**config.mk**
```make
export PLATFORM = sky130hd
export DESIGN_NAME = fxmm_ctrl
export DESIGN_NICKNAME = d
export VERILOG_FILES = /design/src/fxmm_pkg.sv /design/src/fxmm_ctrl.sv
export SDC_FILE = /design/constraint.sdc
export NUM_CORES = 1
export LEC_CHECK = 0
export BUFFER_PORTS_ARGS = -buffer_cell sky130_fd_sc_hd__buf_2
export CORE_UTILIZATION = 56
export DETAILED_ROUTE_END_ITERATION = 12
export PLACE_DENSITY = 0.92
export SETUP_SLACK_MARGIN = 0.2
export SLEW_MARGIN = 20
export SYNTH_ARGS = -nofsm -noshare
export SYNTH_HDL_FRONTEND = slang
export SYNTH_SLANG_ARGS = --single-unit
```
**constraint.sdc**
```tcl
create_clock -name i_clk -period 5.2 [get_ports i_clk]
set_input_delay 1.04 -clock i_clk [delete_from_list [all_inputs] [get_ports i_clk]]
set_output_delay 1.04 -clock i_clk [all_outputs]
set_load 0.05 [all_outputs]
```
**src/fxmm_pkg.sv**
```systemverilog
// fxmm_pkg: shared types, codes and default sizes for the fixed-point matrix multiplier.
// No dependencies; imported by every module under src except fxmm_ram.
package fxmm_pkg;

    // Default sizes handed to the top-level parameters
    localparam int MAX_DIM_DEF    = 16;
    localparam int DATA_WIDTH_DEF = 16;
    localparam int FRAC_BITS_DEF  = 8;
    localparam int ACC_WIDTH_DEF  = 40;

    // Fixed port field widths
    localparam int CFG_W  = 5;
    localparam int CIDX_W = 2;
    localparam int IDX_W  = 4;
    localparam int VAL_W  = 16;
    localparam int KIND_W = 2;

    // Inner index width, wide enough for the largest supported dimension (64)
    localparam int K_W = 6;

    // Results per row are capped at this count
    localparam int OUT_LIMIT = 16;

    // Item kinds
    localparam logic [KIND_W-1:0] KIND_LOAD_A  = 2'd0;
    localparam logic [KIND_W-1:0] KIND_LOAD_B  = 2'd1;
    localparam logic [KIND_W-1:0] KIND_COMPUTE = 2'd2;

    // Configuration register indexes
    localparam logic [CIDX_W-1:0] CFG_ROWS_A     = 2'd0;
    localparam logic [CIDX_W-1:0] CFG_INNER_SIZE = 2'd1;
    localparam logic [CIDX_W-1:0] CFG_COLS_B     = 2'd2;

    typedef struct packed {
        logic [KIND_W-1:0]       kind;
        logic [IDX_W-1:0]        row;
        logic [IDX_W-1:0]        col;
        logic signed [VAL_W-1:0] value;
    } t_in_item;

    typedef struct packed {
        logic signed [VAL_W-1:0] result_value;
        logic [IDX_W-1:0]        result_row;
        logic [IDX_W-1:0]        result_col;
        logic                    row_last;
    } t_out_item;

    // Controller to datapath
    typedef struct packed {
        logic             wr_a;
        logic             wr_b;
        logic             rd_en;
        logic             acc_clr;
        logic             out_load;
        logic             out_last;
        logic [IDX_W-1:0] row;
        logic [IDX_W-1:0] col;
        logic [K_W-1:0]   k;
    } t_dp_cmd;

    // Datapath to controller
    typedef struct packed {
        logic pipe_busy;
        logic out_free;
    } t_dp_status;

endpackage

```
**src/fxmm_ctrl.sv**
```systemverilog
// fxmm_ctrl: configuration registers and the sequencer over result columns and inner index.
// Depends on fxmm_pkg.
module fxmm_ctrl import fxmm_pkg::*; #(
    parameter int MAX_DIM = MAX_DIM_DEF
) (
    input  logic              i_clk,
    input  logic              i_rst_n,
    input  logic              i_cfg_valid,
    output logic              o_cfg_ready,
    input  logic [CIDX_W-1:0] i_cfg_index,
    input  logic [CFG_W-1:0]  i_cfg_data,
    input  logic              i_in_valid,
    output logic              o_in_ready,
    input  t_in_item          i_in_data,
    output t_dp_cmd           o_cmd,
    input  t_dp_status        i_status
);

    localparam int CNT_W = $clog2(MAX_DIM + 1);
    localparam int EW    = (CNT_W > CFG_W) ? CNT_W : CFG_W;
    localparam int NLIM  = (MAX_DIM < OUT_LIMIT) ? MAX_DIM : OUT_LIMIT;
    localparam logic [EW-1:0] CAP   = EW'(MAX_DIM);
    localparam logic [EW-1:0] NCAP  = EW'(NLIM);
    localparam logic [CFG_W-1:0] CFG_RESET = CFG_W'(16);

    localparam logic [1:0] S_IDLE  = 2'd0;
    localparam logic [1:0] S_ISSUE = 2'd1;
    localparam logic [1:0] S_DRAIN = 2'd2;

    logic [1:0]       r_state, n_state;
    logic [CFG_W-1:0] r_rows_a, r_inner_size, r_cols_b;
    logic [EW-1:0]    r_kn, n_kn;
    logic [EW-1:0]    r_n, n_n;
    logic [EW-1:0]    r_k, n_k;
    logic [IDX_W-1:0] r_j, n_j;
    logic [IDX_W-1:0] r_row, n_row;

    logic             in_acc;
    logic [EW-1:0]    m_eff, kn_eff, n_eff;
    logic [EW-1:0]    row_ext, col_ext;
    logic             in_range;
    logic             col_last;

    assign o_cfg_ready = 1'b1;
    assign o_in_ready  = (r_state == S_IDLE);
    assign in_acc      = i_in_valid && o_in_ready;

    // Registers above the store size act as the store size
    assign m_eff  = (EW'(r_rows_a) > CAP) ? CAP : EW'(r_rows_a);
    assign kn_eff = (EW'(r_inner_size) > CAP) ? CAP : EW'(r_inner_size);
    assign n_eff  = (EW'(r_cols_b) > NCAP) ? NCAP : EW'(r_cols_b);

    assign row_ext  = EW'(i_in_data.row);
    assign col_ext  = EW'(i_in_data.col);
    assign in_range = (row_ext < CAP) && (col_ext < CAP);
    assign col_last = (EW'(r_j) == r_n - EW'(1));

    always_ff @(posedge i_clk) begin
        if (!i_rst_n) begin
            r_rows_a     <= CFG_RESET;
            r_inner_size <= CFG_RESET;
            r_cols_b     <= CFG_RESET;
        end else if (i_cfg_valid) begin
            case (i_cfg_index)
                CFG_ROWS_A:     r_rows_a     <= i_cfg_data;
                CFG_INNER_SIZE: r_inner_size <= i_cfg_data;
                CFG_COLS_B:     r_cols_b     <= i_cfg_data;
                default: ;
            endcase
        end
    end

    always_comb begin
        n_state = r_state;
        n_kn    = r_kn;
        n_n     = r_n;
        n_k     = r_k;
        n_j     = r_j;
        n_row   = r_row;
        o_cmd   = '0;
        o_cmd.row = r_row;
        o_cmd.col = r_j;
        o_cmd.k   = K_W'(r_k);

        case (r_state)
            S_IDLE: begin
                o_cmd.row = i_in_data.row;
                o_cmd.col = i_in_data.col;
                if (in_acc) begin
                    case (i_in_data.kind)
                        KIND_LOAD_A: o_cmd.wr_a = in_range;
                        KIND_LOAD_B: o_cmd.wr_b = in_range;
                        KIND_COMPUTE: begin
                            if ((row_ext < m_eff) && (n_eff != '0)) begin
                                o_cmd.acc_clr = 1'b1;
                                n_row = i_in_data.row;
                                n_kn  = kn_eff;
                                n_n   = n_eff;
                                n_k   = '0;
                                n_j   = '0;
                                n_state = (kn_eff == '0) ? S_DRAIN : S_ISSUE;
                            end
                        end
                        default: ;
                    endcase
                end
            end
            S_ISSUE: begin
                o_cmd.rd_en = 1'b1;
                if (r_k == r_kn - EW'(1)) begin
                    n_state = S_DRAIN;
                end else begin
                    n_k = r_k + EW'(1);
                end
            end
            S_DRAIN: begin
                // Sum complete once the MAC pipe is empty; hand off when the output slot frees
                if (!i_status.pipe_busy && i_status.out_free) begin
                    o_cmd.out_load = 1'b1;
                    o_cmd.out_last = col_last;
                    o_cmd.acc_clr  = 1'b1;
                    if (col_last) begin
                        n_state = S_IDLE;
                    end else begin
                        n_j = r_j + IDX_W'(1);
                        n_k = '0;
                        n_state = (r_kn == '0) ? S_DRAIN : S_ISSUE;
                    end
                end
            end
            default: n_state = S_IDLE;
        endcase
    end

    always_ff @(posedge i_clk) begin
        if (!i_rst_n) begin
            r_state <= S_IDLE;
        end else begin
            r_state <= n_state;
        end
    end

    always_ff @(posedge i_clk) begin
        r_kn  <= n_kn;
        r_n   <= n_n;
        r_k   <= n_k;
        r_j   <= n_j;
        r_row <= n_row;
    end

endmodule

```
Yosys cells after proc, flatten, opt, wreduce, memory -nomap -nowiden
Cells that the tools add are included.
{"block": "op_classes", "n_addsub": 4, "n_mul": 0, "div": 0, "n_lt_le_gt_ge": 6, "eq_ne": 15, "n_shift": 0, "muxes": 37, "n_bitwise": 0, "n_reduce_logical": 20}
{"op": "two-way mux 5 bit", "count": 9}
{"op": "two-way mux 2 bit", "count": 11}
{"op": "two-way mux 4 bit", "count": 5}
{"op": "> comparator 5 bit, second input constant", "count": 3}
{"op": "case mux 5 bit (3 select lines)", "count": 1}
{"op": "logical NOT 5 bit", "count": 2}
{"op": "less-than comparator 4 x 5 -> 1 bit, second input constant", "count": 2}
{"op": "subtractor 5 x 1 -> 5 bit, second input constant", "count": 2}
{"op": "two-way mux 8 bit", "count": 1}
{"op": "inequality test 2 bit, second input constant", "count": 4}
{"op": "case mux 4 bit (2 select lines)", "count": 1}
{"op": "AND reduction 7 bit", "count": 1}
{"op": "== test 2 x 1 -> 1 bit, second input constant", "count": 3}
{"op": "== test 2 bit, second input constant", "count": 3}
{"op": "logical NOT 2 bit", "count": 3}
{"op": "two-way mux 1 bit", "count": 6}
{"op": "inequality test 2 x 1 -> 1 bit, second input constant", "count": 3}
{"op": "case mux 2 bit (3 select lines)", "count": 1}
{"op": "AND reduction 2 bit", "count": 3}
{"op": "AND reduction 6 bit", "count": 1}
{"op": "adder 5 x 1 -> 5 bit, second input constant", "count": 1}
{"op": "== test 4 x 5 -> 1 bit", "count": 1}
{"op": "== test 5 bit", "count": 1}
{"op": "less-than comparator 4 x 5 -> 1 bit", "count": 1}
{"op": "10 further kinds", "count": 13}
{"block": "word_totals", "ff_bits": 40, "latchBits": 0, "ramBits": 0, "rom_bits": 0, "input_bits": 39, "memories": 0}

Depth between registers and ports, before layout
Gate-level depths: netlist of the first run.
{"block": "logic_depth", "depth_word": 8, "ltp_mapped": 7, "mapped_depth_nobuf": 7}

Least setup slack after synthesis of the first run
OpenSTA, ideal clock, no wires.
{"block": "synth_timing", "kind": "input port to output port", "from": "in i_in_data[21] in the netlist's numbering", "to": "out o_cmd[16] in the netlist's numbering", "arrival_time_ns": 2.642, "setup_slack_ns": 1.518, "stages": 5, "path_buffers": 0, "path_cell_list": "ha_1 a2111oi_0 o31a_2 and2_1 or2_2"}
{"element": "start: declaration", "line": "fxmm_ctrl.sv:14", "source": "input t_in_item i_in_data,"}
{"element": "end: declaration", "line": "fxmm_ctrl.sv:15", "source": "output t_dp_cmd o_cmd,"}

==> impl_metrics.json, run 1 <==
{
  "status": "finished clean",
  "pre_cts_slack_ps": 1600,
  "clk_pin_slew_ps": 80,
  "syn_inst": 203,
  "synthAdderAreaFrac_pct": 4.07,
  "drt_wl_total_um": 4230,
  "synth_top_family_by_area": "simple AND/OR/NAND/NOR gates",
  "final_common_cell": "buf_2",
  "cap_violations": 0,
  "cts_max_path_buffers": 2,
  "synth_cell_type_count": 44,
  "cp.arrival_ps": 2610,
  "grt_pass1_vias": 1578,
  "insertion_delay_ps": 300,
  "synthSimpleGateAreaFrac_pct": 19.1,
  "diodes": 0,
  "synth_seq_cells": 40,
  "syn_avg_cell_area_um2": 10.6,
  "syn-num-nets": 249,
  "multi_input_area_um2": 1040,
  "nNetsFinal": 290,
  "die_y_um": 64.0,
  "postLayoutCoreUtil_pct": 68.0,
  "fin_worst_skew_ps": 5.26,
  "grt.overflow.total": 0,
  "cts_tree": "built",
  "finalSetupViolations": 0,
  "coreArea_um2": 3660,
  "post_cts_buffers": 0,
  "yosysWarningCount": 0,
  "grt_setup_unrepaired": "false",
  "slew_violations": 0,
  "power_density_nw_per_um2": 317,
  "antenna_found_initial": 0,
  "post_synth_xor_area_fraction_pct": 6.52,
  "worst_hold_path_type": "reg2reg",
  "ios": 61,
  "synth_edf_count": 23,
  "fmax_mhz": 274,
  "areaGrowthSynthToFinish_pct": 15.7,
  "drtPass1Iterations": 5,
  "layout_setup_ws_ps": 1550,
  "start_util_pct": 58.7,
  "place.port_buffers": 42,
  "h-tree-depth": 2,
  "grt_max_degree": 15,
  "cts_inserted_buffers": 5,
  "rows": 22,
  "hold_viol": 0,
  "async_flop_share_pct": 0,
  "critical_path.max_fanout": 3,
  "synthesis.area_um2": 2150,
  "die_area_um2": 4090,
  "finalSetupTns_ps": 0,
  "n_fill_cell": 293,
  "vias_per_cell": 5.57,
  "muxShareOfSynthArea_pct": 11.2,
  "period_needed_ps": 3650,
  "route.detailed.wl_per_inst_um": 14.5,
  "track_usage_pct": 23.4,
  "dr.first_iter.drc_count": 104,
  "tightestPinTransition_ps": 982,
  "cp-end-kind": "output pin",
  "maxSlewHeadroom_pct": 34.3,
  "crit_type": "in2out",
  "synth_flop_cell": "edfxtp_1",
  "routabilityCongestion": 0.806,
  "ctsHoldBuffers": 0,
  "drive_gt1_share_pct": 26.9,
  "yosysSeqAreaShare_pct": 47.9,
  "cts-root-buf": "clkbuf_8",
  "cp-start-kind": "input port",
  "peakVddDrop_v": 0.000241,
  "vias": 1632,
  "cts.sinks": 40,
  "ant_nets": 0,
  "finalCritPeriodShare_pct": 70.3,
  "critPathRequiredTime_ps": 4160,
  "mostFrequentLayoutCells": "buf_2, nor2_1, edfxtp_1, dfxtp_1, mux2i_1",
  "grt_pass1_wl_um": 7110,
  "die_width_um": 64.0,
  "drc_errors": 0,
  "seq_area_um2": 1030,
  "hpwl_um": 3090,
  "cts_resized": 0,
  "synth_compound_area_share_pct": 7.16,
  "p_leak_nw": 1.04
}
power by group:
group,switching (W),leakage (nW),internal [W]
Sequential,0.0000223,0.362,0.000356
Clock,0.000109,0.0523,0.000123
Combinational,0.000121,0.629,0.0000593
final timing paths:
path | end | cells past startpoint | slack, ps | startpoint
worst min register to register | r_rows_a[1] | 2 | 510 | r_rows_a[1]
worst max register to register | r_k[0] | 7 | 2560 | r_n[0]
worst min-delay path | r_rows_a[1] | 2 | 510 | r_rows_a[1]
worst max-delay path | o_cmd[16] | 7 | 1550 | i_in_data[21]
worst max-delay path: stages:
cell       delay (ps)
buf_2             110
ha_1              290
a2111oi_0         420
o31a_2            250
and2_1            150
or2_2             110
buf_2             240
cells in the mapped netlist, drive strengths merged, types with 2 or more instances:
| library cell | number | area (um2) |
|---|---|---|
| xnor2 | 9 | 78.8 |
| clkbuf | 2 | 7.51 |
| nand3b | 4 | 30.0 |
| edfxtp | 23 | 691 |
| and3 | 2 | 12.5 |
| mux2 | 8 | 90.1 |
| inv | 9 | 33.8 |
| nor2 | 28 | 105 |
| a21oi | 4 | 20.0 |
| buf | 7 | 38.8 |
| o31ai | 2 | 15.0 |
| ha | 7 | 87.6 |
| nand2b | 4 | 25.0 |
| nand2 | 10 | 37.5 |
| nand3 | 4 | 20.0 |
| xor2 | 7 | 61.3 |
| mux2i | 15 | 150 |
| nor2b | 9 | 56.3 |
| a22oi | 2 | 15.0 |
| nor4b | 2 | 17.5 |
| conb | 2 | 7.51 |
| dfxtp | 17 | 340 |
| and2 | 2 | 12.5 |
| nor3 | 7 | 40.0 |
registers in the layout, summed over array words and instances (netlist names):
signal and flops:
r_cols_b 5, r_inner_size 5, r_j 4, r_k 5
r_kn 5, r_n 5, r_row 4, r_rows_a 5
r_state 2
layout make-up:
class                      instances  share of cell area, %
clock buffer                       6                   3.77
clock inverter                     2                  0.503
inverter                           9                   1.36
multi-input combinational        145                   41.8
sequential                        40                   41.4
tap                               48                   2.41
timing repair buffer              43                   8.75
metrics by stage:
stage                     total power (W)  hold WS [ps]  instances  area [um2]
after detailed placement         0.000564           491        285        2380
final                            0.000790           513        293        2490
after CTS                        0.000796           513        293        2490
after global placement           0.000557           477        285        2380
after floorplan                  0.000522           462        203        2150
after global routing             0.000826           557        293        2490
cells by family after synthesis:
family,count (synthesis)
DFF,40
AOI/OAI and AO/OA,19
muxes,23
adders and majority gates,7
and+or+nand+nor,78
xor gates and xnor gates,16
buffers and inverters,18
other,2
per-layer routing:
metal  wire [um]  track usage [%]  up-vias
met5           0                0        -
met4          92             12.2        0
met3         248             5.89       11
met2        2100             41.1       64
met1        1800             25.7      763
li1            -                -      794
No activity file was read; power rests on OpenSTA's default activity.
==> run 2, diff against run 1 <==
- CORE_UTILIZATION: 56 -> 47
- PLACE_DENSITY: 0.92 -> 0.83
- clock period: 5.2 -> 3.3 ns (I/O delays scaled with it)
==> impl_metrics.json, run 2 (synthesis results as in run 1) <==
{
  "ios": 61,
  "dr.first_iter.drc_count": 65,
  "antenna_found_initial": 0,
  "finalSetupViolations": 0,
  "areaGrowthSynthToFinish_pct": 15.8,
  "cp-startpoint": "r_rows_a[4]",
  "status": "finished clean",
  "die_area_um2": 4850,
  "fmax_mhz": 346,
  "routabilityCongestion": 0.756,
  "min_from": "r_rows_a[3]",
  "hold_viol": 0,
  "power_density_nw_per_um2": 477,
  "grt_max_degree": 15,
  "hold_end": "r_rows_a[3]",
  "p_leak_nw": 1.04,
  "drc_errors": 0,
  "drive_gt1_share_pct": 27.1,
  "cp.arrival_ps": 2230,
  "final_common_cell": "buf_2",
  "peakVddDrop_v": 0.000342,
  "n_fill_cell": 380,
  "slew_violations": 0,
  "diodes": 0,
  "maxSlewHeadroom_pct": 63.1,
  "hpwl_um": 3050,
  "crit_type": "reg2out",
  "fin_worst_skew_ps": 10.7,
  "insertion_delay_ps": 280,
  "grt_pass1_wl_um": 6630,
  "critPathRequiredTime_ps": 2640,
  "critical_path.max_fanout": 5,
  "period_needed_ps": 2890,
  "ant_nets": 0,
  "reg2reg_from": "r_rows_a[4]",
  "cts_tree": "built",
  "grt_setup_unrepaired": "false",
  "holdPathStages": 2,
  "finalCritPeriodShare_pct": 87.7,
  "cts_resized": 0,
  "final_cells": 299,
  "placed_cells": 291,
  "cap_violations": 0,
  "start_util_pct": 49.1,
  "finalSetupTns_ps": 0,
  "cts-root-buf": "clkbuf_8",
  "post_cts_buffers": 0,
  "tightestPinTransition_ps": 549,
  "place.port_buffers": 42,
  "crit_buf_inv": 1,
  "ctsHoldBuffers": 0,
  "drt_wl_total_um": 3880,
  "vias_per_cell": 5.34,
  "route.detailed.wl_per_inst_um": 13.0,
  "rows": 24,
  "cts.sinks": 40,
  "clk_pin_slew_ps": 70,
  "track_usage_pct": 17.3,
  "mostFrequentLayoutCells": "buf_2, nor2_1, edfxtp_1, dfxtp_1, mux2i_1",
  "regToRegSetupSlack_ps": 940,
  "r2r_end": "r_j[0]",
  "grt.overflow.total": 0,
  "cts_inserted_buffers": 5,
  "h-tree-depth": 2,
  "die_width_um": 69.6,
  "die_y_um": 69.6,
  "cpLargestDelayFamily": "compound AO/OA/AOI/OAI gates",
  "vias": 1598,
  "cts_max_path_buffers": 2,
  "nNetsFinal": 292,
  "worst_hold_path_type": "reg2reg",
  "cp-end-kind": "output pin",
  "fin_area_um2": 2490,
  "coreArea_um2": 4380,
  "worstPathCellList": "nand2b_1, ha_1, a2111oi_0, o31a_2, and2_1, or2_2, buf_2",
  "drtPass1Iterations": 4,
  "reg2reg_depth": 6,
  "cp-start-kind": "flip-flop",
  "grt_pass1_vias": 1481,
  "worst_path_max_delay_cell": "a2111oi_0",
  "placed_area_um2": 2410,
  "slowest_delay_ps": 380
}
[run 2: changes by cell type in the layout (fill, tap and decap cells not counted), sizes merged]
cell      previous run  this run
clkbuf               6         7
buf                 43        45
clkinvlp             1         0
[run 2: per-stage QoR]
step	worst slack, ps	hold slack (ps)	total power (W)	utilization, %
finish	406	504	0.00119	56.8
floorplan	378	462	0.000822	-
CTS	386	503	0.00120	56.8
detailed placement	428	482	0.000897	54.9
global route	317	545	0.00124	56.8
global placement	435	476	0.000888	54.9
[run 2: worst max path at each step]
stage                      to  slack (ps)  depth (start not counted)
detailed placement  o_cmd[16]         430                          7
global route        o_cmd[16]         320                          7
floorplan           o_cmd[16]         380                          5
CTS                 o_cmd[16]         390                          7
finish              o_cmd[16]         410                          7
global placement    o_cmd[16]         440                          7
[run 2: metal layers]
layer	wire [um]	global-route usage [%]
met1	1740	21.5
met2	1930	30.7
met3	178	3.92
met4	28	4.00
met5	0	0
[run 2: tightest hold or removal path: cells and delay by family, from the launching register on]
family        cells  cell delay, ps
flops             1             330
mux               1              70
simple gates      1              70
[run 2: area by class of cell]
type	count	area, um2	area share, %
clock buffers	7	76.3	3.07
repair buffers	45	233	9.35
flip-flops and latches	40	1030	41.4
inverters	9	33.8	1.36
well taps	52	65.1	2.61
clock inverters	1	5.00	0.201
multi-input cells	145	1050	42.0
[run 2: where the power goes]
part	internal [W]	total [W]	switching, W	leakage (nW)
clock network	0.000148	0.000304	0.000156	0.0422
logic	0.0000991	0.000289	0.000190	0.639
registers	0.000561	0.000595	0.0000340	0.362
